==> config.mk <==
export PLATFORM = sky130hd
export DESIGN_NAME = cia_bank
export DESIGN_NICKNAME = d
export VERILOG_FILES = /design/src/rtl/container_inode_access_table_core_defines.svh /design/src/rtl/cia_pkg.sv /design/src/rtl/cia_bank.sv
export SDC_FILE = /design/constraint.sdc
export NUM_CORES = 2
export LEC_CHECK = 0
export BUFFER_PORTS_ARGS = -buffer_cell sky130_fd_sc_hd__buf_2
export CORE_ASPECT_RATIO = 0.9
export CORE_MARGIN = 4
export CORE_UTILIZATION = 30
export DETAILED_ROUTE_END_ITERATION = 6
export GPL_TIMING_DRIVEN = 1
export SETUP_SLACK_MARGIN = 0.2
export SYNTH_ARGS = -nofsm -noshare
export SYNTH_HDL_FRONTEND = slang
export SYNTH_SLANG_ARGS = --single-unit
==> constraint.sdc <==
create_clock -name clock -period 6.55 [get_ports clock]
set_input_delay 0.3275 -clock clock [delete_from_list [all_inputs] [get_ports clock]]
set_output_delay 0.3275 -clock clock [all_outputs]
set_load 0.02 [all_outputs]
==> src/rtl/container_inode_access_table_core_defines.svh <==
// Assertion macros for the table's RTL.
`ifndef CONTAINER_INODE_ACCESS_TABLE_CORE_DEFINES_SVH
`define CONTAINER_INODE_ACCESS_TABLE_CORE_DEFINES_SVH

// The condition holds at every clock edge outside reset.
`define CIA_ASSERT_ALWAYS(label, cond) \
   label: assert property (@(posedge clock) disable iff (reset) (cond)) \
      else $error("container table check failed");

// The consequent holds in the same cycle as the antecedent.
`define CIA_ASSERT_IMPLY(label, ante, cons) \
   label: assert property (@(posedge clock) disable iff (reset) (ante) |-> (cons)) \
      else $error("container table check failed");

// The consequent holds in the cycle after the antecedent.
`define CIA_ASSERT_NEXT(label, ante, cons) \
   label: assert property (@(posedge clock) disable iff (reset) (ante) |=> (cons)) \
      else $error("container table check failed");

`endif

==> src/rtl/cia_pkg.sv <==
package cia_pkg;

   // Field widths of the request and response payloads.
   localparam int REQ_TYPE_W = 3;
   localparam int CID_W      = 3;
   localparam int INODE_W    = 32;
   localparam int STATUS_W   = 2;

   // Request codes.
   localparam logic [REQ_TYPE_W-1:0] REQ_CREATE  = 3'd0;
   localparam logic [REQ_TYPE_W-1:0] REQ_DESTROY = 3'd1;
   localparam logic [REQ_TYPE_W-1:0] REQ_MAP     = 3'd2;
   localparam logic [REQ_TYPE_W-1:0] REQ_RECORD  = 3'd3;
   localparam logic [REQ_TYPE_W-1:0] REQ_FIND    = 3'd4;
   localparam logic [REQ_TYPE_W-1:0] REQ_CHECK   = 3'd5;

   // Status codes.
   localparam logic [STATUS_W-1:0] STATUS_OK     = 2'd0;
   localparam logic [STATUS_W-1:0] STATUS_FULL   = 2'd1;
   localparam logic [STATUS_W-1:0] STATUS_ABSENT = 2'd2;

   // Per-bank compare results for the slot read in the previous cycle.
   typedef struct packed {
      logic owned;
      logic hidden;
      logic created;
   } match_type;

endpackage

==> src/rtl/cia_bank.sv <==
// One container's list storage: owned, hidden and created inodes in three
// synchronous memories sharing a read address, with a compare against the key.
module cia_bank #(
   parameter int ENTRIES = 32,
   parameter int KEEP_W  = 32,
   localparam int ADDR_W = (ENTRIES > 1) ? $clog2(ENTRIES) : 1
) (
   input  logic                clock,
   input  logic [ADDR_W-1:0]   rd_addr,
   input  logic [ADDR_W-1:0]   wr_addr,
   input  logic                pair_we,
   input  logic                created_we,
   input  logic [KEEP_W-1:0]   wr_mapped,
   input  logic [KEEP_W-1:0]   key,
   output cia_pkg::match_type  match
);

   logic [KEEP_W-1:0] owned_mem   [ENTRIES];
   logic [KEEP_W-1:0] hidden_mem  [ENTRIES];
   logic [KEEP_W-1:0] created_mem [ENTRIES];

   logic [KEEP_W-1:0] owned_q_ff;
   logic [KEEP_W-1:0] hidden_q_ff;
   logic [KEEP_W-1:0] created_q_ff;

   // A map request writes an owned/hidden pair at the same slot.
   always_ff @(posedge clock) begin
      if (pair_we) begin
         owned_mem[wr_addr]  <= wr_mapped;
         hidden_mem[wr_addr] <= key;
      end
      if (created_we) begin
         created_mem[wr_addr] <= key;
      end
   end

   // Registered read of one slot from each list.
   always_ff @(posedge clock) begin
      owned_q_ff   <= owned_mem[rd_addr];
      hidden_q_ff  <= hidden_mem[rd_addr];
      created_q_ff <= created_mem[rd_addr];
   end

   // Compare the slot just read with the inode being looked up.
   always_comb begin
      match.owned   = (owned_q_ff == key);
      match.hidden  = (hidden_q_ff == key);
      match.created = (created_q_ff == key);
   end

endmodule

After elaboration in Yosys (flattened, before gate mapping)
Memories as Yosys holds them, arrays and structs flattened. A register that Yosys moved wholly into a read port is not among the register bits.
Index checks and enable logic that the tools add are counted.
- eq/ne operators: 3
- mux-type cells: 4
- operator list (kind ; number):
    == test 32 bit ; 3
    2-to-1 mux 1 bit ; 4
- memories kept: 3
- output and inout port bits: 3
- memory bits (writable): 3072
- bits in registers: 0
- word-level logic and storage cells: 10
- memories (name ; depth ; width ; read ports ; clocked after memory_dff ; wr ports ; RTL line ; RTL):
    created_mem ; 32 ; 32 ; 1 ; 1 ; 1 ; cia_bank.sv:20 ; logic [KEEP_W-1:0] created_mem [ENTRIES];
    hidden_mem ; 32 ; 32 ; 1 ; 1 ; 1 ; cia_bank.sv:19 ; logic [KEEP_W-1:0] hidden_mem [ENTRIES];
    owned_mem ; 32 ; 32 ; 1 ; 1 ; 1 ; cia_bank.sv:18 ; logic [KEEP_W-1:0] owned_mem [ENTRIES];

Longest topological paths before layout
- depth in word-level cells: 2
- gate-level depth with buffers: 9

Worst setup path after synthesis
OpenSTA, ideal clock, no wires.
- path kind: in2reg
- start: input wr_addr[4]
- end: memory hidden_mem[16][0], enable pin
- buffers on the path: 2
- setup slack: 2.223 ns
- data arrival time: 3.841 ns
- stages on the path: 4
- cell sequence: clkbuf_1 or3b_2 clkbuf_1 nor2_1
- RTL lines (element ; RTL line ; RTL):
    from (decl) ; cia_bank.sv:10 ; input logic [ADDR_W-1:0] wr_addr,
    to (decl) ; cia_bank.sv:19 ;
Straight into the memory's write port.

==> metrics <==
Critical Path RT=slightly above 6 ns; Psw=~9.1 mW; CP Capture Type=output pin; switching fraction of total power=21.5%; max-capacitance violation count=0; Max transition margin=11.7%; worst hold margin=~0.054 ns; Seq cells post-synth=3168; max incr delay on CP=~0.66 ns; FF-to-FF End=hidden_q_ff[27]; H-tree depth=5; core footprint=396000 µm²; Max stage delay cell, worst path=nor2_1; CTS root buffer=clkbuf_16; sequential share of the synthesized area=78.6%; Port Buffer Count=between 70 and 80; via count=~60k; DRT iter0 DRCs=slightly below 9k; leakage=~44 nW; Final Setup Violations=0; initial antenna violation count=31; Yosys cell types=33; Final TNS setup=0 ns; post-DP HPWL=about 180000 µm; Hold Path End=hidden_mem[21][7]; share of layout cells above drive strength 1=roughly a fifth; worst-margin pin slew=1.32 ns; reg2reg path depth=3; post-synth top area cell=edfxtp_1; Tmin final=~4.3 ns; sequential power share=a little over half; number of global-route vias before repair=60.2k; worst path arrival time=between 3 and 4 ns; hold depth=1; CTS tree=yes; 1st-pass router iterations=6; worst-path fanout max=46; synthesized area per cell=~21 µm²; Syn-to-layout area delta=15.0%; die area=about 410000 µm²; Hold Crit Start=key[7]; FFs w/ async S/R, synth=0%; GPL Wtd Cong=a little under 0.8; RSZ-0062 raised after global routing=no; critical path startpoint category=input pin; Cell Area, Synth=120000 µm²; run status=complete, no violations; Combinational Power Share=roughly 5.0%; Max Fclk=234 MHz; Clock transition at path regs=around 0.060 ns; most used flip-flop cell after synthesis=edfxtp_1; period utilization=between 60% and 70%; Total Routing Usage GR=between 15 and 20%; global-route wire length before repair=around 480000 µm; Cell Chain, Critical Path=dlygate4sd3_1 -> buf_2 -> buf_4 -> xor2_1 -> nor4_1 -> nand4_1 -> nor2_1 -> buf_2; Initial Util=30.2%; Overflow after GRT=0; WS Path Type=in -> out; IO Count=80; worst vdd ir=about 210 µV; Worst-Skew Late Latency=approximately 0.88 ns; Hold Crit Class=in -> reg; total CTS buffers=309; max-slew violations=0; Rows=roughly 220; Post-CTS Setup Repair Bufs=0; yosys warns=0; Area contributors post-synth=edfxtp_1 (77%), mux4_2 (7.2%), mux2i_1 (6.4%); Layout Nets=6167; clk buf depth=4; Synth Net Count=5849; number of routed nets with antenna violations=0; Die Ht=just over 600 µm; Syn Inst Count=between 5k and 6k; internal power=approximately 33 mW; routed wire length=approximately 340000 µm; number of synthesized flops with an enable pin=between 3k and 4k; clock sink count=between 3k and 4k; Worst Skew=0.0427 ns; drt drc=0; Avg WL per Cell=29.5 µm; Die W=674 µm; power per cell area=a little over 300 nW/µm²; CP dominant cell by count=buf_2; largest net degree at the start of global routing=about 130; Avg Vias per Cell=~5.3; r2r setup slk=4.72 ns; top cell type's share of synthesized area=about 77%; r2r startpoint=hidden_mem[18][27]; Clock Power Share=roughly two fifths; endpoints failing hold=0
[Yosys cell counts (5+ instances only)]
cell	n
nand2_1	14
mux2i_1	768
nand3_1	195
a21oi_1	9
nor4_1	24
dfxtp_1	96
buf_1	7
nor2b_1	16
nor2_1	80
buf_6	15
buf_2	99
and2_1	10
a22o_1	68
a22oi_1	497
clkbuf_1	155
nand4_1	34
a31oi_1	68
buf_4	44
nand3b_1	5
mux4_2	384
xor2_1	96
edfxtp_1	3072
[flip-flops by register name (all words and copies together) (netlist names)]
name,count
created_mem,1024
hidden_q_ff,32
created_q_ff,32
hidden_mem,1024
owned_mem,1024
owned_q_ff,32
[per-stage QoR]
stage	instances	utilization [%]	cell area, µm²	setup WS, ns	power, mW
floorplan	5772	-	120000	2.22	24.2
global placement	11000	32.2	128000	2.85	25.2
detailed placement	11000	32.2	128000	2.82	25.2
CTS	11600	34.7	138000	2.22	42.3
global route	11600	34.7	138000	2.19	43.3
finish	11600	34.7	138000	2.27	42.0
[layout by cell type (no fill, tap or decap), types with 5 or more instances in the layout]
cell type | Yosys | final
dlygate4sd3_1 | 0 | 49
buf_4 | 44 | 183
nand2_1 | 14 | 14
clkbuf_8 | 0 | 29
buf_2 | 99 | 76
nand3_1 | 195 | 195
nor2_4 | 0 | 69
clkinv_1 | 0 | 38
xor2_1 | 96 | 96
a22o_1 | 68 | 68
nand4_1 | 34 | 34
a31oi_1 | 68 | 68
nor2_1 | 80 | 6
mux2i_1 | 768 | 768
clkinv_2 | 0 | 45
a22oi_1 | 497 | 497
a21oi_1 | 9 | 9
nor2b_4 | 0 | 9
nor2b_1 | 16 | 6
buf_12 | 0 | 18
nor4_1 | 24 | 24
dfxtp_1 | 96 | 96
and2_1 | 10 | 6
mux4_2 | 384 | 384
clkbuf_16 | 0 | 317
edfxtp_1 | 3072 | 3072
inv_6 | 0 | 12
clkbuf_1 | 155 | 82
nor2_2 | 1 | 6
clkinvlp_4 | 0 | 9
bufinv_16 | 0 | 13
diode_2 | 0 | 5
nand3b_1 | 5 | 5
[layout make-up]
cell class	instances	area (µm²)
well taps	5304	6640
fillers	36600	259000
diodes	5	12.5
clock buffers	428	8640
inverters	1	3.75
clock inverters	121	981
multi-input cells	2282	24600
repair buffers	328	2640
flip-flops and latches	3168	94200
[worst max path at each step]
| stage | start | to |
|---|---|---|
| 3_5_place_dp | rd_addr[2] | hidden_q_ff[27] |
| 4_1_cts | key[14] | match[2] |
| 6_report | key[14] | match[2] |
| 2_1_floorplan | wr_addr[4] | hidden_mem[16][0] |
| 3_3_place_gp | rd_addr[2] | hidden_q_ff[27] |
| 5_1_grt | key[14] | match[2] |
[worst max-delay path, delay by kind of cell]
| family | cells | cell delay [ns] |
|---|---|---|
| buffers and inverters | 4 | 1.81 |
| AND/OR/NAND/NOR | 3 | 1.52 |
| XOR/XNOR | 1 | 0.25 |
[cell families after synthesis]
kind of cell	Yosys count	synth area share [%]
and+or+nand+nor	390	1.65
buffers and inverters	322	1.35
xor gates and xnor gates	96	0.702
muxes	1152	13.6
DFF	3168	78.6
AOI/OAI and AO/OA	644	4.02
[per-layer routing]
layer	vias to the layer above	wire (µm)	GRT usage, %	share of wire [%]
met5	-	51	0	0.015
li1	24700	-	-	-
met1	32900	140000	22.8	41
met2	3271	163000	26.1	47
met4	8	9020	4.01	2.6
met3	552	31300	2.83	9.1
[what timing repair did]
item	in CTS	in global routing
resized for setup	0	0
endpoints found under the hold margin	1356	0
hold buffers	49	0
[power by group through the flow]
| stage | clock, mW | combinational [mW] | sequential, mW |
|---|---|---|---|
| floorplan | 0 | 1.13 | 23.0 |
| detailed placement | 0 | 2.09 | 23.1 |
| CTS | 17.4 | 2.12 | 22.7 |
| finish | 17.2 | 2.12 | 22.7 |
| global placement | 0 | 2.05 | 23.1 |
| global route | 18.3 | 2.23 | 22.7 |
No activity file was read; power rests on OpenSTA's default activity.
