<file path="src/rtl/container_inode_access_table_core_defines.svh">
// Assertion macros for the table's RTL.
`ifndef CONTAINER_INODE_ACCESS_TABLE_CORE_DEFINES_SVH
`define CONTAINER_INODE_ACCESS_TABLE_CORE_DEFINES_SVH

// The condition holds at every clock edge outside reset.
`define CIA_ASSERT_ALWAYS(label, cond) \
   label: assert property (@(posedge clock) disable iff (reset) (cond)) \
      else $error("container table check failed");

// The consequent holds in the same cycle as the antecedent.
`define CIA_ASSERT_IMPLY(label, ante, cons) \
   label: assert property (@(posedge clock) disable iff (reset) (ante) |-> (cons)) \
      else $error("container table check failed");

// The consequent holds in the cycle after the antecedent.
`define CIA_ASSERT_NEXT(label, ante, cons) \
   label: assert property (@(posedge clock) disable iff (reset) (ante) |=> (cons)) \
      else $error("container table check failed");

`endif

</file>
<file path="src/rtl/cia_pkg.sv">
package cia_pkg;

   // Field widths of the request and response payloads.
   localparam int REQ_TYPE_W = 3;
   localparam int CID_W      = 3;
   localparam int INODE_W    = 32;
   localparam int STATUS_W   = 2;

   // Request codes.
   localparam logic [REQ_TYPE_W-1:0] REQ_CREATE  = 3'd0;
   localparam logic [REQ_TYPE_W-1:0] REQ_DESTROY = 3'd1;
   localparam logic [REQ_TYPE_W-1:0] REQ_MAP     = 3'd2;
   localparam logic [REQ_TYPE_W-1:0] REQ_RECORD  = 3'd3;
   localparam logic [REQ_TYPE_W-1:0] REQ_FIND    = 3'd4;
   localparam logic [REQ_TYPE_W-1:0] REQ_CHECK   = 3'd5;

   // Status codes.
   localparam logic [STATUS_W-1:0] STATUS_OK     = 2'd0;
   localparam logic [STATUS_W-1:0] STATUS_FULL   = 2'd1;
   localparam logic [STATUS_W-1:0] STATUS_ABSENT = 2'd2;

   // Per-bank compare results for the slot read in the previous cycle.
   typedef struct packed {
      logic owned;
      logic hidden;
      logic created;
   } match_type;

endpackage

</file>
<file path="src/rtl/cia_if.sv">
// Request channel.
interface cia_req_if;
   logic                            valid;
   logic                            ready;
   logic [cia_pkg::REQ_TYPE_W-1:0]  req_type;
   logic [cia_pkg::CID_W-1:0]       req_container_id;
   logic [cia_pkg::INODE_W-1:0]     req_inode_number;
   logic [cia_pkg::INODE_W-1:0]     req_mapped_inode;

   modport source (output valid, req_type, req_container_id, req_inode_number,
                   req_mapped_inode, input ready);
   modport sink (input valid, req_type, req_container_id, req_inode_number,
                 req_mapped_inode, output ready);
endinterface

// Response channel.
interface cia_rsp_if;
   logic                          valid;
   logic                          ready;
   logic                          rsp_answer;
   logic [cia_pkg::STATUS_W-1:0]  rsp_status;

   modport source (output valid, rsp_answer, rsp_status, input ready);
   modport sink (input valid, rsp_answer, rsp_status, output ready);
endinterface

</file>
<file path="src/rtl/cia_ctrl.sv">
`include "container_inode_access_table_core_defines.svh"

// Request sequencer: live marks, fill counts, list appends, the slot scan
// for find and check requests, and the response register.
module cia_ctrl #(
   parameter int CONTAINERS   = 8,
   parameter int LIST_ENTRIES = 32,
   parameter int KEEP_W       = 32,
   localparam int ADDR_W      = (LIST_ENTRIES > 1) ? $clog2(LIST_ENTRIES) : 1
) (
   input  logic                                clock,
   input  logic                                reset,
   cia_req_if.sink                             req,
   cia_rsp_if.source                           rsp,
   output logic [ADDR_W-1:0]                   rd_addr,
   output logic [ADDR_W-1:0]                   wr_addr,
   output logic [CONTAINERS-1:0]               pair_we,
   output logic [CONTAINERS-1:0]               created_we,
   output logic [KEEP_W-1:0]                   key,
   output logic [KEEP_W-1:0]                   mapped,
   input  cia_pkg::match_type [CONTAINERS-1:0] match
);

   localparam int CW     = $clog2(CONTAINERS);
   localparam int FILL_W = $clog2(LIST_ENTRIES + 1);
   localparam logic [ADDR_W-1:0] LAST_SLOT = ADDR_W'(LIST_ENTRIES - 1);
   localparam logic [FILL_W-1:0] FILL_MAX  = FILL_W'(LIST_ENTRIES);

   typedef enum logic [2:0] {IDLE, WORK, SCAN, DRAIN, FINISH} state_type;

   state_type                         state_ff, state_in;
   logic [cia_pkg::REQ_TYPE_W-1:0]    type_ff, type_in;
   logic [CW-1:0]                     cid_ff, cid_in;
   logic                              range_ff, range_in;
   logic [KEEP_W-1:0]                 key_ff, key_in;
   logic [KEEP_W-1:0]                 mapped_ff, mapped_in;
   logic [CONTAINERS-1:0]             live_ff, live_in;
   logic [FILL_W-1:0]                 pair_fill_ff [CONTAINERS];
   logic [FILL_W-1:0]                 pair_fill_in [CONTAINERS];
   logic [FILL_W-1:0]                 created_fill_ff [CONTAINERS];
   logic [FILL_W-1:0]                 created_fill_in [CONTAINERS];
   logic [ADDR_W-1:0]                 scan_addr_ff, scan_addr_in;
   logic                              cmp_valid_ff, cmp_valid_in;
   logic [ADDR_W-1:0]                 cmp_addr_ff, cmp_addr_in;
   logic                              hid_ff, hid_in;
   logic                              own_ff, own_in;
   logic                              other_ff, other_in;
   logic                              found_ff, found_in;
   logic [cia_pkg::STATUS_W-1:0]      status_ff, status_in;
   logic                              rsp_valid_ff, rsp_valid_in;
   logic                              rsp_answer_ff, rsp_answer_in;
   logic [cia_pkg::STATUS_W-1:0]      rsp_status_ff, rsp_status_in;

   logic [6:0]                        cid_wide;
   logic                              hid_now, own_now, other_now, found_now;
   logic                              final_answer;

   assign req.ready  = (state_ff == IDLE);
   assign rsp.valid  = rsp_valid_ff;
   assign rsp.rsp_answer = rsp_answer_ff;
   assign rsp.rsp_status = rsp_status_ff;
   assign rd_addr    = scan_addr_ff;
   assign key        = key_ff;
   assign mapped     = mapped_ff;
   assign cid_wide   = 7'(req.req_container_id);

   // Hits in the slot read last cycle; a slot counts only below its fill.
   always_comb begin
      logic self;
      logic pair_ok;
      logic created_ok;
      hid_now   = 1'b0;
      own_now   = 1'b0;
      other_now = 1'b0;
      found_now = 1'b0;
      for (int b = 0; b < CONTAINERS; b++) begin
         self       = (CW'(b) == cid_ff);
         pair_ok    = (FILL_W'(cmp_addr_ff) < pair_fill_ff[b]);
         created_ok = (FILL_W'(cmp_addr_ff) < created_fill_ff[b]);
         hid_now   = hid_now   | (self & pair_ok & match[b].hidden);
         own_now   = own_now   | (self & pair_ok & match[b].owned);
         found_now = found_now | (self & created_ok & match[b].created);
         other_now = other_now | (~self & live_ff[b] & pair_ok & match[b].owned);
      end
   end

   // Answer from the scan flags once the last slot has been compared; a host check answers 1.
   always_comb begin
      case (type_ff)
         cia_pkg::REQ_CHECK: begin
            if (range_ff && cid_ff == '0) begin
               final_answer = 1'b1;
            end else begin
               final_answer = range_ff & ~hid_ff & (own_ff | ~other_ff);
            end
         end
         cia_pkg::REQ_FIND: final_answer = range_ff & found_ff;
         default:           final_answer = 1'b0;
      endcase
   end

   // Next-state logic of the sequencer.
   always_comb begin
      state_in        = state_ff;
      type_in         = type_ff;
      cid_in          = cid_ff;
      range_in        = range_ff;
      key_in          = key_ff;
      mapped_in       = mapped_ff;
      live_in         = live_ff;
      pair_fill_in    = pair_fill_ff;
      created_fill_in = created_fill_ff;
      scan_addr_in    = scan_addr_ff;
      hid_in          = hid_ff;
      own_in          = own_ff;
      other_in        = other_ff;
      found_in        = found_ff;
      status_in       = status_ff;
      rsp_answer_in   = rsp_answer_ff;
      rsp_status_in   = rsp_status_ff;
      pair_we         = '0;
      created_we      = '0;
      wr_addr         = '0;
      cmp_valid_in    = (state_ff == SCAN);
      cmp_addr_in     = scan_addr_ff;

      // The response register empties when its response is taken.
      rsp_valid_in = rsp_valid_ff & ~rsp.ready;

      // Fold in the compare of the slot read in the previous cycle.
      if (cmp_valid_ff) begin
         hid_in   = hid_ff | hid_now;
         own_in   = own_ff | own_now;
         other_in = other_ff | other_now;
         found_in = found_ff | found_now;
      end

      case (state_ff)
         IDLE: begin
            if (req.valid) begin
               type_in   = req.req_type;
               cid_in    = cid_wide[CW-1:0];
               range_in  = (cid_wide < 7'(CONTAINERS));
               key_in    = req.req_inode_number[KEEP_W-1:0];
               mapped_in = req.req_mapped_inode[KEEP_W-1:0];
               state_in  = WORK;
            end
         end
         WORK: begin
            hid_in       = 1'b0;
            own_in       = 1'b0;
            other_in     = 1'b0;
            found_in     = 1'b0;
            status_in    = cia_pkg::STATUS_OK;
            scan_addr_in = '0;
            state_in     = FINISH;
            case (type_ff)
               cia_pkg::REQ_CREATE: begin
                  if (range_ff) begin
                     pair_fill_in[cid_ff]    = '0;
                     created_fill_in[cid_ff] = '0;
                     live_in[cid_ff]         = (cid_ff != '0);
                  end
               end
               cia_pkg::REQ_DESTROY: begin
                  if (!range_ff || !live_ff[cid_ff]) begin
                     status_in = cia_pkg::STATUS_ABSENT;
                  end
                  if (range_ff) begin
                     live_in[cid_ff] = 1'b0;
                  end
               end
               cia_pkg::REQ_MAP: begin
                  if (range_ff) begin
                     wr_addr = pair_fill_ff[cid_ff][ADDR_W-1:0];
                     if (pair_fill_ff[cid_ff] >= FILL_MAX) begin
                        status_in = cia_pkg::STATUS_FULL;
                     end else begin
                        pair_we[cid_ff]      = 1'b1;
                        pair_fill_in[cid_ff] = pair_fill_ff[cid_ff] + 1'b1;
                     end
                  end
               end
               cia_pkg::REQ_RECORD: begin
                  if (range_ff) begin
                     wr_addr = created_fill_ff[cid_ff][ADDR_W-1:0];
                     if (created_fill_ff[cid_ff] >= FILL_MAX) begin
                        status_in = cia_pkg::STATUS_FULL;
                     end else begin
                        created_we[cid_ff]      = 1'b1;
                        created_fill_in[cid_ff] = created_fill_ff[cid_ff] + 1'b1;
                     end
                  end
               end
               cia_pkg::REQ_FIND: begin
                  if (range_ff) begin
                     state_in = SCAN;
                  end
               end
               cia_pkg::REQ_CHECK: begin
                  if (range_ff && cid_ff != '0) begin
                     state_in = SCAN;
                  end
               end
               default: begin
               end
            endcase
         end
         SCAN: begin
            // One slot of every bank is read per cycle.
            if (scan_addr_ff == LAST_SLOT) begin
               state_in = DRAIN;
            end else begin
               scan_addr_in = scan_addr_ff + 1'b1;
            end
         end
         DRAIN: begin
            state_in = FINISH;
         end
         FINISH: begin
            if (!rsp_valid_ff || rsp.ready) begin
               rsp_valid_in  = 1'b1;
               rsp_answer_in = final_answer;
               rsp_status_in = status_ff;
               state_in      = IDLE;
            end
         end
         default: begin
            state_in = IDLE;
         end
      endcase
   end

   // State and registered outputs.
   always_ff @(posedge clock) begin
      if (reset) begin
         state_ff     <= IDLE;
         live_ff      <= '0;
         cmp_valid_ff <= 1'b0;
         rsp_valid_ff <= 1'b0;
         for (int c = 0; c < CONTAINERS; c++) begin
            pair_fill_ff[c]    <= '0;
            created_fill_ff[c] <= '0;
         end
      end else begin
         state_ff        <= state_in;
         live_ff         <= live_in;
         cmp_valid_ff    <= cmp_valid_in;
         rsp_valid_ff    <= rsp_valid_in;
         pair_fill_ff    <= pair_fill_in;
         created_fill_ff <= created_fill_in;
      end
      type_ff       <= type_in;
      cid_ff        <= cid_in;
      range_ff      <= range_in;
      key_ff        <= key_in;
      mapped_ff     <= mapped_in;
      scan_addr_ff  <= scan_addr_in;
      cmp_addr_ff   <= cmp_addr_in;
      hid_ff        <= hid_in;
      own_ff        <= own_in;
      other_ff      <= other_in;
      found_ff      <= found_in;
      status_ff     <= status_in;
      rsp_answer_ff <= rsp_answer_in;
      rsp_status_ff <= rsp_status_in;
   end

   `CIA_ASSERT_ALWAYS(a_host_never_live, !live_ff[0])
   `CIA_ASSERT_ALWAYS(a_single_list_write, $onehot0({pair_we, created_we}))
   `CIA_ASSERT_NEXT(a_accept_starts_work, req.valid && req.ready, state_ff == WORK)
   `CIA_ASSERT_IMPLY(a_rsp_loaded_at_finish, $rose(rsp_valid_ff), $past(state_ff) == FINISH)
   `CIA_ASSERT_IMPLY(a_fill_bounded, state_ff == FINISH && range_ff, pair_fill_ff[cid_ff] <= FILL_MAX && created_fill_ff[cid_ff] <= FILL_MAX)

endmodule
</file>
<file path="src/flat_wrapper.sv">
// flat-port wrapper written by rule: the top's interface ports become plain ports
module cia_ctrl_flat 
#(
   parameter int CONTAINERS   = 8,
   parameter int LIST_ENTRIES = 32,
   parameter int KEEP_W       = 32,
   localparam int ADDR_W      = (LIST_ENTRIES > 1) ? $clog2(LIST_ENTRIES) : 1
)
  (clock, reset, rd_addr, wr_addr, pair_we, created_we, key, mapped, match, req_valid, req_req_type, req_req_container_id, req_req_inode_number, req_req_mapped_inode, req_ready, rsp_valid, rsp_rsp_answer, rsp_rsp_status, rsp_ready);
  cia_req_if req_i ();
  cia_rsp_if rsp_i ();
  input  logic clock;
  input  logic reset;
  output logic [ADDR_W-1:0] rd_addr;
  output logic [ADDR_W-1:0] wr_addr;
  output logic [CONTAINERS-1:0] pair_we;
  output logic [CONTAINERS-1:0] created_we;
  output logic [KEEP_W-1:0] key;
  output logic [KEEP_W-1:0] mapped;
  input  cia_pkg::match_type [CONTAINERS-1:0] match;
  input wire logic [$bits(req_i.valid)-1:0] req_valid;
  input wire logic [$bits(req_i.req_type)-1:0] req_req_type;
  input wire logic [$bits(req_i.req_container_id)-1:0] req_req_container_id;
  input wire logic [$bits(req_i.req_inode_number)-1:0] req_req_inode_number;
  input wire logic [$bits(req_i.req_mapped_inode)-1:0] req_req_mapped_inode;
  output wire logic [$bits(req_i.ready)-1:0] req_ready;
  output wire logic [$bits(rsp_i.valid)-1:0] rsp_valid;
  output wire logic [$bits(rsp_i.rsp_answer)-1:0] rsp_rsp_answer;
  output wire logic [$bits(rsp_i.rsp_status)-1:0] rsp_rsp_status;
  input wire logic [$bits(rsp_i.ready)-1:0] rsp_ready;
  assign req_i.valid = req_valid;
  assign req_i.req_type = req_req_type;
  assign req_i.req_container_id = req_req_container_id;
  assign req_i.req_inode_number = req_req_inode_number;
  assign req_i.req_mapped_inode = req_req_mapped_inode;
  assign req_ready = req_i.ready;
  assign rsp_valid = rsp_i.valid;
  assign rsp_rsp_answer = rsp_i.rsp_answer;
  assign rsp_rsp_status = rsp_i.rsp_status;
  assign rsp_i.ready = rsp_ready;
  cia_ctrl #(.CONTAINERS(CONTAINERS), .LIST_ENTRIES(LIST_ENTRIES), .KEEP_W(KEEP_W)) u_core (.clock(clock), .reset(reset), .req(req_i), .rsp(rsp_i), .rd_addr(rd_addr), .wr_addr(wr_addr), .pair_we(pair_we), .created_we(created_we), .key(key), .mapped(mapped), .match(match));
endmodule
</file>
<file path="config.mk">
export PLATFORM = sky130hd
export DESIGN_NAME = cia_ctrl_flat
export DESIGN_NICKNAME = d
export VERILOG_FILES = /design/src/rtl/cia_pkg.sv /design/src/rtl/cia_if.sv /design/src/rtl/cia_ctrl.sv /design/src/flat_wrapper.sv
export VERILOG_INCLUDE_DIRS = /design/src /design/src/rtl
export SDC_FILE = /design/constraint.sdc
export NUM_CORES = 1
export LEC_CHECK = 0
export ABC_AREA = 1
export BUFFER_PORTS_ARGS = -buffer_cell sky130_fd_sc_hd__buf_4
export CAP_MARGIN = 30
export CORE_MARGIN = 1.5
export CORE_UTILIZATION = 40
export DETAILED_ROUTE_END_ITERATION = 10
export HOLD_SLACK_MARGIN = 0.08
export PLACE_DENSITY = 0.74
export SKIP_LAST_GASP = 1
export SYNTH_ARGS = -nofsm -noshare
export SYNTH_HDL_FRONTEND = slang
export SYNTH_SLANG_ARGS = --single-unit
</file>
<file path="constraint.sdc">
create_clock -name clock -period 4.3 [get_ports clock]
set_input_delay 0.86 -clock clock [delete_from_list [all_inputs] [get_ports clock]]
set_output_delay 0.86 -clock clock [all_outputs]
set_load 0.005 [all_outputs]
</file>
### Yosys cells after proc, flatten, opt, wreduce, memory -nomap -nowiden

Index checks and enable logic that the tools add are counted.

* register bits: 199
* input port bits: 98
* output and inout port bits: 95
* logic and storage cells: 286

* add/subtract/negate cells: 3
* magnitude comparators: 23
* eq/ne operators: 27
* muxes and demuxes: 57
* bitwise operators: 118
* reductions and logical operators: 24

Operators by type and width (number)
* two-way mux 48 bit: 6
* case mux 48 bit (2 select lines): 2
* bitwise AND 48 bit: 2
* bitwise mux 48 bit: 2
* less-than comparator 5 x 6 -> 1 bit: 16
* two-way mux 8 bit: 10
* bitwise AND 1 bit: 68
* NOT 48 bit: 1
* binary-select mux 6 bit (select 3 bit): 2
* OR 1 bit: 33
* two-way mux 6 bit: 5
* two-way mux 5 bit: 4
* case mux 5 bit (2 select lines): 2
* demux 6 bit (select 3 bit): 1
* case mux 8 bit (2 select lines): 1
* two-way mux 3 bit: 5
* case mux 3 bit (5 select lines): 1
* adder 6 x 1 -> 6 bit (second input constant): 2
* == test 3 x 2 -> 1 bit (second input constant): 4
* == test 3 bit (first input constant): 4
* greater-or-equal comparator 6 bit (second input constant): 2
* NOT 1 bit: 11
* inequality test 2 x 1 -> 1 bit (second input constant): 5
* inequality test 2 bit (second input constant): 5
* 31 further kinds: 58

### Depth between registers and ports, before layout

Gate-level depths: netlist (run 1).

* word-level depth: 13
* depth in mapped cells: 16
* gate-level depth less buffers: 14

### Worst setup path after synthesis (run 1)

OpenSTA, ideal clock, no wires.

* path kind: input port to flip-flop
* start: in req_valid
* end: reg u_core.cid_ff[0], enable pin
* setup time: 0.498 ns
* arrival time: 3.800 ns
* required time: 3.802 ns
* path slack: 0.002 ns
* cell stages on the path: 2
* path buffers: 0
* path through: inv_1 nor2_1

* longest elaborated chain between the ends: 1

Ends and longest elaborated chain
* start: declaration: line flat_wrapper.sv:21 `input wire logic [$bits(req_i.valid)-1:0] req_valid;`
* AND reduction 2 bit (no line)
* end signal: assignment: line cia_ctrl.sv:254 `cid_ff <= cid_in;`
* end: declaration: line cia_ctrl.sv:33 `logic [CW-1:0] cid_ff, cid_in;`

Every way passes these cells.
A chain may end at the register's enable or synchronous reset.

### Worst setup path after layout (run 1)

* start: reg u_core.cid_ff[0]
* end: out pair_we[3]

* longest elaborated chain between the ends: 9
* elaborated cells between the ends (all ways): 14
* classes of those cells: order compare: 3; mux: 9; bitwise: 1; reduce/logical: 1

Ends and longest elaborated chain
* NOT 3 -> 4 bit (implied by the code): line cia_ctrl.sv:176 `if (pair_fill_ff[cid_ff] >= FILL_MAX) begin`
* binary-select mux 6 bit (select 3 bit): line cia_ctrl.sv:176
* two-way mux 6 bit (2 in a row)
* greater-or-equal comparator 6 bit: line cia_ctrl.sv:176
* two-way mux 8 bit (*): line cia_ctrl.sv:176
* two-way mux 8 bit (*): line cia_ctrl.sv:174 `if (range_ff) begin`
* two-way mux 8 bit (*): line cia_ctrl.sv:157 `case (type_ff)`
* two-way mux 8 bit (*): line cia_ctrl.sv:138 `case (state_ff)`
* end: declaration: line flat_wrapper.sv:16 `output logic [CONTAINERS-1:0] pair_we;`

Every way passes the cells marked *; elsewhere a longest branch is shown, timed or not. The select of a mux whose other input is x is not followed.

==> impl_metrics.prom, run 1 <==
# TYPE chip_impl_metric gauge
chip_impl_metric{name="static-leakage-power",unit="nW"} 5.253
chip_impl_metric{name="nNetsFinal",unit=""} 1686
chip_impl_metric{name="ctsLongestPathBuffers",unit=""} 2
chip_impl_metric{name="compound_gate_portion_of_the_synthesized_area",unit="%"} 12.20
chip_impl_metric{name="viasPerCell",unit=""} 5.418
chip_impl_metric{name="synth.lib_cells_used.distinct",unit=""} 32
chip_impl_metric{name="slew_violations",unit=""} 0
chip_impl_metric{name="coreArea",unit="um2"} 25250
chip_impl_info{name="critPathTopFamily",value="simple AND/OR/NAND/NOR gates"} 1
chip_impl_metric{name="clock.fmax",unit="MHz"} 243.6
chip_impl_metric{name="synthSimpleGateAreaFrac",unit="%"} 25.07
chip_impl_metric{name="htree_levels",unit=""} 4
chip_impl_metric{name="cp_data_required_time",unit="ns"} 3.44
chip_impl_metric{name="initialDrtViolationCount",unit=""} 1076
chip_impl_metric{name="gp_routability_congestion",unit=""} 1.017
chip_impl_metric{name="fin_crit_sh",unit="%"} 95.46
chip_impl_info{name="min_path_type",value="reg -> reg"} 1
chip_impl_metric{name="insertion_delay",unit="ns"} 0.44
chip_impl_metric{name="synth_nets",unit=""} 1492
chip_impl_metric{name="num_rows",unit=""} 58
chip_impl_metric{name="avgRoutedWirePerCell",unit="um"} 19.19
chip_impl_metric{name="detailedPlacementHpwl",unit="mm"} 26.79
chip_impl_metric{name="cts_num_sinks",unit=""} 198
chip_impl_metric{name="timing.critical_path.slowest_cell_delay",unit="ns"} 0.80
chip_impl_metric{name="timing.max_slew.rel_slack",unit="%"} 34.35
chip_impl_metric{name="cts_setup_buffers",unit=""} 0
chip_impl_metric{name="share_of_post_route_cells_with_drive_strength_above_1",unit="%"} 16.07
chip_impl_metric{name="die_span_y",unit="um"} 163.6
chip_impl_info{name="cts_root_buffer",value="clkbuf_16"} 1
chip_impl_metric{name="synth-xor-area-share",unit="%"} 0
chip_impl_metric{name="chip_width",unit="um"} 163.6
chip_impl_metric{name="share_of_the_core_filled_with_cells",unit="%"} 50.26
chip_impl_metric{name="grt_max_degree",unit=""} 84
chip_impl_metric{name="floorplan.initialDensity",unit="%"} 40.84
chip_impl_metric{name="remaining_drc_errors",unit=""} 0
chip_impl_metric{name="worst_hold_path.num_cells",unit=""} 0
chip_impl_metric{name="antennaDiodeCount",unit=""} 0
chip_impl_info{name="worstSetupStartpointType",value="register"} 1
chip_impl_info{name="rsz0062_at_grt",value="no"} 1
chip_impl_metric{name="timing.critical_path.fanout_max",unit=""} 25
chip_impl_metric{name="setup_violations",unit=""} 0
chip_impl_metric{name="power_density",unit="nW/um2"} 352.6
chip_impl_metric{name="holdBufCountCts",unit=""} 0
chip_impl_metric{name="first_global_vias",unit=""} 9552
chip_impl_metric{name="synth_seq_cells",unit=""} 198
chip_impl_info{name="timing_worst_setup_path_type",value="reg -> out"} 1
chip_impl_info{name="run_status",value="finished, final reports clean"} 1
chip_impl_metric{name="worst_hold_slack",unit="ns"} 0.4245
chip_impl_metric{name="vdd.ir_drop.worst",unit="mV"} 0.2730
chip_impl_metric{name="worst-endpoint-arrival",unit="ns"} 3.24
chip_impl_metric{name="drt.antenna.violating_nets",unit=""} 0
chip_impl_info{name="critPathSlowestCell",value="nor2_1"} 1
chip_impl_metric{name="vias",unit=""} 10082
chip_impl_metric{name="finalHoldViolCount",unit=""} 0
chip_impl_metric{name="grt_pass1_wl",unit="mm"} 53.65
chip_impl_metric{name="grt.overflow.total",unit=""} 0
chip_impl_metric{name="syn2layout_area_growth",unit="%"} 23.05
chip_impl_metric{name="fin_worst_skew",unit="ns"} 0.01740
chip_impl_info{name="synth_top_family_by_area",value="simple AND/OR/NAND/NOR gates"} 1
chip_impl_metric{name="maxCapViolCount",unit=""} 0
chip_impl_info{name="crit_chain",value="nand2_1, nor2_1, inv_1, nor3_1, buf_4"} 1
chip_impl_metric{name="yosys.area_share.adder",unit="%"} 8.491
chip_impl_metric{name="io_buffers",unit=""} 192
chip_impl_metric{name="grt_antenna_before_repair",unit=""} 0
chip_impl_metric{name="firstDrtPassIters",unit=""} 6
chip_impl_metric{name="gates_resized_cts_repair",unit=""} 0
chip_impl_metric{name="tritoncts.num_buffers",unit=""} 17
chip_impl_metric{name="routed_wirelength",unit="mm"} 35.71
chip_impl_metric{name="crit_cells",unit=""} 5
chip_impl_metric{name="cp.buffers_inverters",unit=""} 2
chip_impl_info{name="tritoncts",value="yes"} 1
chip_impl_metric{name="design.portCount",unit=""} 193
chip_impl_info{name="setup.worst_path.end_class",value="primary output"} 1
chip_impl_metric{name="ys.warnings.count",unit=""} 0
chip_impl_metric{name="post-route-min-period",unit="ns"} 4.105
chip_impl_metric{name="post_synthesis_mux_area_share",unit="%"} 0
chip_impl_metric{name="worst-slew-pin-transition",unit="ns"} 0.9833
chip_impl_metric{name="part_of_the_yosys_area_used_for_sequential_elements",unit="%"} 46.19
chip_impl_metric{name="syn_inst",unit=""} 1324
chip_impl_metric{name="syn-mean-instance-area",unit="um2"} 7.791
chip_impl_metric{name="grt_util_all_layers",unit="%"} 26.94
chip_impl_metric{name="finalSetupTns",unit="ns"} 0
chip_impl_metric{name="synth.cell_area",unit="um2"} 10310
chip_impl_metric{name="fp.dieArea",unit="um2"} 26760
chip_impl_metric{name="worst_setup_hold_path_clk_slew",unit="ns"} 0.07
chip_impl_metric{name="ff2ff_path_depth",unit=""} 10
==> cells by family after synthesis <==
| logic type | Yosys count |
|---|---|
| DFF | 198 |
| adders and majority gates | 70 |
| and+or+nand+nor | 609 |
| AOI/OAI and AO/OA | 231 |
| buffers and inverters | 216 |
==> sequential cells by signal, indices dropped and copies added (netlist names), 5 cells and up <==
name and flops:
u_core.created_fill_ff 48, u_core.live_ff 8, u_core.rd_addr 5, u_core.pair_fill_ff 48
u_core.key 32, u_core.cmp_addr_ff 5, u_core.mapped 32
==> area by class of cell <==
cell class,instances,area (um2)
clock inverter,13,116.4
inverter,186,698.2
timing repair buffer,205,1539
clock buffer,19,432.9
tap,330,412.9
fill,2450,12560
sequential,198,4765
multi-input combinational,910,4728
==> per-layer routing <==
| metal | global-route usage, % | part of all wire [%] | vias to the layer above |
|---|---|---|---|
| met5 | 0 | 0 | - |
| met4 | 9.917 | 3.2 | 0 |
| met3 | 9.294 | 13 | 77 |
| met2 | 43.05 | 45 | 614 |
| met1 | 33.53 | 39 | 4594 |
| li1 | - | - | 4797 |
==> through the flow <==
step / worst slack [ns] / std cells / area (um2) / power (W)
after floorplan: 0.001592 / 1324 / 10310 / 0.002584
after global placement: 0.7356 / 1829 / 12140 / 0.002955
after detailed placement: 0.8041 / 1829 / 12140 / 0.002977
after CTS: 0.3206 / 1861 / 12690 / 0.004494
after global routing: 0.07601 / 1861 / 12690 / 0.004672
final: 0.1951 / 1861 / 12690 / 0.004476
==> Yosys cell counts (all sizes together) <==
library cell  number  share of area, %
nand2            274                10
inv              186               6.8
nor2             181               6.7
a21oi            134               6.5
dfxtp            118                23
nand3             85               4.1
edfxtp            80                23
ha                70               8.5
o21ai             54               2.6
nand4             50               3.0
clkbuf            19              0.69
a22oi             16               1.2
buf               11              0.58
nor3              11              0.58
a21o               7              0.51
o22ai              6              0.36
a211oi             5              0.36
nand3b             5              0.36
a21boi             3              0.22
o21bai             3              0.22
a41oi              1             0.085
nor3b              1             0.073
nor4               1             0.061
o21a               1             0.073
o32ai              1             0.085
or2                1             0.061
==> path summary, 6_finish.rpt <==
path / endpoint / slack [ns] / from
setup / recovery: pair_we[3] / 0.20 / u_core.cid_ff[0]$_DFFE_PP_
hold / removal: u_core.cmp_addr_ff[3]$_DFF_P_ / 0.42 / u_core.rd_addr[3]$_SDFFCE_PN0P_
setup reg to reg: u_core.created_fill_ff[1]$_SDFFE_PP0P_ / 0.93 / u_core.cid_ff[0]$_DFFE_PP_
hold reg to reg: u_core.cmp_addr_ff[3]$_DFF_P_ / 0.42 / u_core.rd_addr[3]$_SDFFCE_PN0P_
==> where the power goes <==
| group | switching, W | total (W) | internal (W) | leakage, nW |
|---|---|---|---|---|
| clock network | 0.000769 | 0.00153 | 0.000761 | 0.268 |
| logic | 0.000492 | 0.000792 | 0.000301 | 3.27 |
| registers | 0.0000817 | 0.00215 | 0.00207 | 1.72 |
| total | 0.00134 | 0.00448 | 0.00313 | 5.25 |
==> cell usage in the layout, fill, tap and decap left out, drive strengths merged <==
cell type and count:
a211oi 5, ha 70, nand3 85, a22oi 16
a21oi 134, o32ai 1, o21bai 3, a21boi 3
nor2 181, inv 191, clkinv 8, dfxtp 118
o22ai 6, or2 1, nor4 1, a21o 7
edfxtp 80, nor3b 1, o21a 1, buf 205
a41oi 1, clkbuf 19, nor3 11, nand4 50
nand3b 5, nand2 274, o21ai 54
Note: power is estimated with default switching activity, not from simulation.
==> run 2: changes to the inputs <==
--- a/config.mk
+++ b/config.mk
@@ -11,6 +11,7 @@
 export CAP_MARGIN = 30
 export CORE_MARGIN = 1.5
 export CORE_UTILIZATION = 40
+export CTS_BUF_LIST = sky130_fd_sc_hd__clkbuf_4 sky130_fd_sc_hd__clkbuf_8
 export DETAILED_ROUTE_END_ITERATION = 10
 export HOLD_SLACK_MARGIN = 0.08
 export PLACE_DENSITY = 0.74
==> impl_metrics.prom, run 2 (same netlist as run 1, synthesis figures left out) <==
# TYPE chip_impl_metric gauge
chip_impl_info{name="run_status",value="finished, final reports clean"} 1
chip_impl_metric{name="ctsLongestPathBuffers",unit=""} 2
chip_impl_metric{name="gp_routability_congestion",unit=""} 1.017
chip_impl_metric{name="grt_antenna_before_repair",unit=""} 0
chip_impl_metric{name="grt.overflow.total",unit=""} 0
chip_impl_metric{name="vdd.ir_drop.worst",unit="mV"} 0.2132
chip_impl_metric{name="cts_setup_buffers",unit=""} 0
chip_impl_metric{name="slew_violations",unit=""} 0
chip_impl_metric{name="initialDrtViolationCount",unit=""} 1101
chip_impl_info{name="timing.rr.end",value="u_core.created_fill_ff[1]$_SDFFE_PP0P_"} 1
chip_impl_info{name="rsz0062_at_grt",value="no"} 1
chip_impl_metric{name="syn2layout_area_growth",unit="%"} 21.26
chip_impl_metric{name="htree_levels",unit=""} 4
chip_impl_metric{name="avgRoutedWirePerCell",unit="um"} 19.23
chip_impl_metric{name="timing.max_slew.rel_slack",unit="%"} 34.29
chip_impl_metric{name="die_span_y",unit="um"} 163.6
chip_impl_metric{name="vias",unit=""} 10078
chip_impl_metric{name="grt_util_all_layers",unit="%"} 27.00
chip_impl_info{name="top_regs",value="u_core.created_fill_ff x48, u_core.pair_fill_ff x48"} 1
chip_impl_metric{name="grt_max_degree",unit=""} 84
chip_impl_metric{name="finalSetupTns",unit="ns"} 0
chip_impl_metric{name="worst-endpoint-arrival",unit="ns"} 3.30
chip_impl_metric{name="remaining_drc_errors",unit=""} 0
chip_impl_metric{name="setup_violations",unit=""} 0
chip_impl_metric{name="design.portCount",unit=""} 193
chip_impl_metric{name="power_density",unit="nW/um2"} 327.6
chip_impl_metric{name="ff2ff_setup_slack",unit="ns"} 0.85
chip_impl_info{name="timing_worst_setup_path_type",value="reg -> out"} 1
chip_impl_metric{name="post-route-min-period",unit="ns"} 4.165
chip_impl_metric{name="holdBufCountCts",unit=""} 0
chip_impl_metric{name="floorplan.initialDensity",unit="%"} 40.84
chip_impl_metric{name="firstDrtPassIters",unit=""} 6
chip_impl_metric{name="viasPerCell",unit=""} 5.415
chip_impl_metric{name="timing.critical_path.fanout_max",unit=""} 25
chip_impl_metric{name="finalHoldViolCount",unit=""} 0
chip_impl_metric{name="first_global_vias",unit=""} 9583
chip_impl_metric{name="io_buffers",unit=""} 192
chip_impl_metric{name="fin_worst_skew",unit="ns"} 0.02941
chip_impl_metric{name="drt.antenna.violating_nets",unit=""} 0
chip_impl_metric{name="worst-slew-pin-transition",unit="ns"} 0.9833
chip_impl_metric{name="detailedPlacementHpwl",unit="mm"} 26.79
chip_impl_metric{name="insertion_delay",unit="ns"} 0.48
chip_impl_info{name="critical_path.startpoint",value="u_core.cid_ff[0]$_DFFE_PP_"} 1
chip_impl_metric{name="clock.fmax",unit="MHz"} 240.1
chip_impl_info{name="cts_root_buffer",value="clkbuf_8"} 1
chip_impl_metric{name="share_of_the_core_filled_with_cells",unit="%"} 49.53
chip_impl_info{name="startpoint_of_the_most_critical_hold_path",value="u_core.rd_addr[3]$_SDFFCE_PN0P_"} 1
chip_impl_metric{name="cp_data_required_time",unit="ns"} 3.44
chip_impl_metric{name="cts_num_sinks",unit=""} 198
chip_impl_metric{name="nNetsFinal",unit=""} 1686
chip_impl_metric{name="maxCapViolCount",unit=""} 0
chip_impl_metric{name="layout.filler_cells",unit=""} 2486
chip_impl_metric{name="worst_hold_slack",unit="ns"} 0.4327
chip_impl_info{name="commonest_non_fill_non_tap_cell_in_the_layout",value="nand2_1"} 1
chip_impl_metric{name="timing.critical_path.slowest_cell_delay",unit="ns"} 0.79
chip_impl_metric{name="share_of_post_route_cells_with_drive_strength_above_1",unit="%"} 16.20
chip_impl_info{name="worst_setup_path_endpoint",value="pair_we[3]"} 1
chip_impl_info{name="min_path_type",value="reg -> reg"} 1
chip_impl_metric{name="num_rows",unit=""} 58
chip_impl_metric{name="coreArea",unit="um2"} 25250
chip_impl_metric{name="tritoncts.num_buffers",unit=""} 17
chip_impl_info{name="critPathSlowestCell",value="nor2_1"} 1
chip_impl_info{name="worstSetupStartpointType",value="register"} 1
chip_impl_metric{name="grt_pass1_wl",unit="mm"} 54.02
chip_impl_metric{name="chip_width",unit="um"} 163.6
chip_impl_metric{name="antennaDiodeCount",unit=""} 0
chip_impl_metric{name="seqCellArea",unit="um2"} 4765
chip_impl_metric{name="routed_wirelength",unit="mm"} 35.78
chip_impl_info{name="setup.worst_path.end_class",value="primary output"} 1
chip_impl_metric{name="fin_crit_sh",unit="%"} 96.85
chip_impl_metric{name="static-leakage-power",unit="nW"} 5.173
chip_impl_metric{name="gates_resized_cts_repair",unit=""} 0
chip_impl_metric{name="worst_setup_hold_path_clk_slew",unit="ns"} 0.11
chip_impl_info{name="tritoncts",value="yes"} 1
chip_impl_info{name="crit_chain",value="nand2_1, nor2_1, inv_1, nor3_1, buf_4"} 1
chip_impl_metric{name="fp.dieArea",unit="um2"} 26760
chip_impl_metric{name="ff2ff_path_depth",unit=""} 10
chip_impl_info{name="worst_r2r_startpoint",value="u_core.cid_ff[0]$_DFFE_PP_"} 1
chip_impl_info{name="final_cell_mix",value="nand2_1 (271), buf_4 (205), inv_1 (185)"} 1
chip_impl_metric{name="multi_input_comb_area",unit="um2"} 4728
==> run 2: cell count changes in the layout (fill, tap and decap cells not counted) <==
cell / delta
clkbuf_16: -17
clkbuf_4: +2
clkbuf_8: +17
clkbuf_1: -2
==> run 2: final cells by class <==
class	instances	share of cell area, %
multi-input cells	910	37.80
repair buffers	205	12.30
clock inverters	13	0.9303
inverters	186	5.582
flip-flops and latches	198	38.09
well taps	330	3.301
clock buffers	19	1.991
==> run 2: through the flow <==
| stage | std cells | total power [W] | cell area [um2] | worst slack (ns) |
|---|---|---|---|---|
| final | 1861 | 0.004098 | 12510 | 0.1354 |
| after CTS | 1861 | 0.004120 | 12510 | 0.2545 |
| after detailed placement | 1829 | 0.002977 | 12140 | 0.8041 |
| after floorplan | 1324 | 0.002584 | 10310 | 0.001592 |
| after global placement | 1829 | 0.002955 | 12140 | 0.7356 |
| after global routing | 1861 | 0.004296 | 12510 | 0.01592 |
==> run 2: report_power, final <==
| group | internal (W) | switching, W | total (W) |
|---|---|---|---|
| combinational | 0.000301 | 0.000492 | 0.000793 |
| sequential | 0.00207 | 0.0000815 | 0.00215 |
| clock | 0.000432 | 0.000721 | 0.00115 |
==> run 2: routing by layer <==
layer	wire, um	up-vias	GRT usage [%]
met3	4581	75	8.710
met1	14160	4586	34.20
met5	0	-	0
met2	16040	621	43.34
li1	-	4796	-
met4	993	0	8.926
==> run 2: worst min-delay path by stage <==
| stage | cells past startpoint | end | slack, ns |
|---|---|---|---|
| floorplan | 0 | u_core.cmp_addr_ff[3]$_DFF_P_ | 0.39 |
| global placement | 0 | u_core.cmp_addr_ff[3]$_DFF_P_ | 0.41 |
| detailed placement | 0 | u_core.cmp_addr_ff[3]$_DFF_P_ | 0.42 |
| CTS | 0 | u_core.cmp_addr_ff[3]$_DFF_P_ | 0.45 |
| global route | 0 | u_core.cmp_addr_ff[4]$_DFF_P_ | 0.46 |
| finish | 0 | u_core.cmp_addr_ff[3]$_DFF_P_ | 0.43 |
==> run 2: worst max-delay path: cells and delay by family (launching register included) <==
| kind | cells | cell delay, ns |
|---|---|---|
| buffers and inverters | 2 | 0.44 |
| DFF | 1 | 0.54 |
| and+or+nand+nor | 3 | 1.83 |
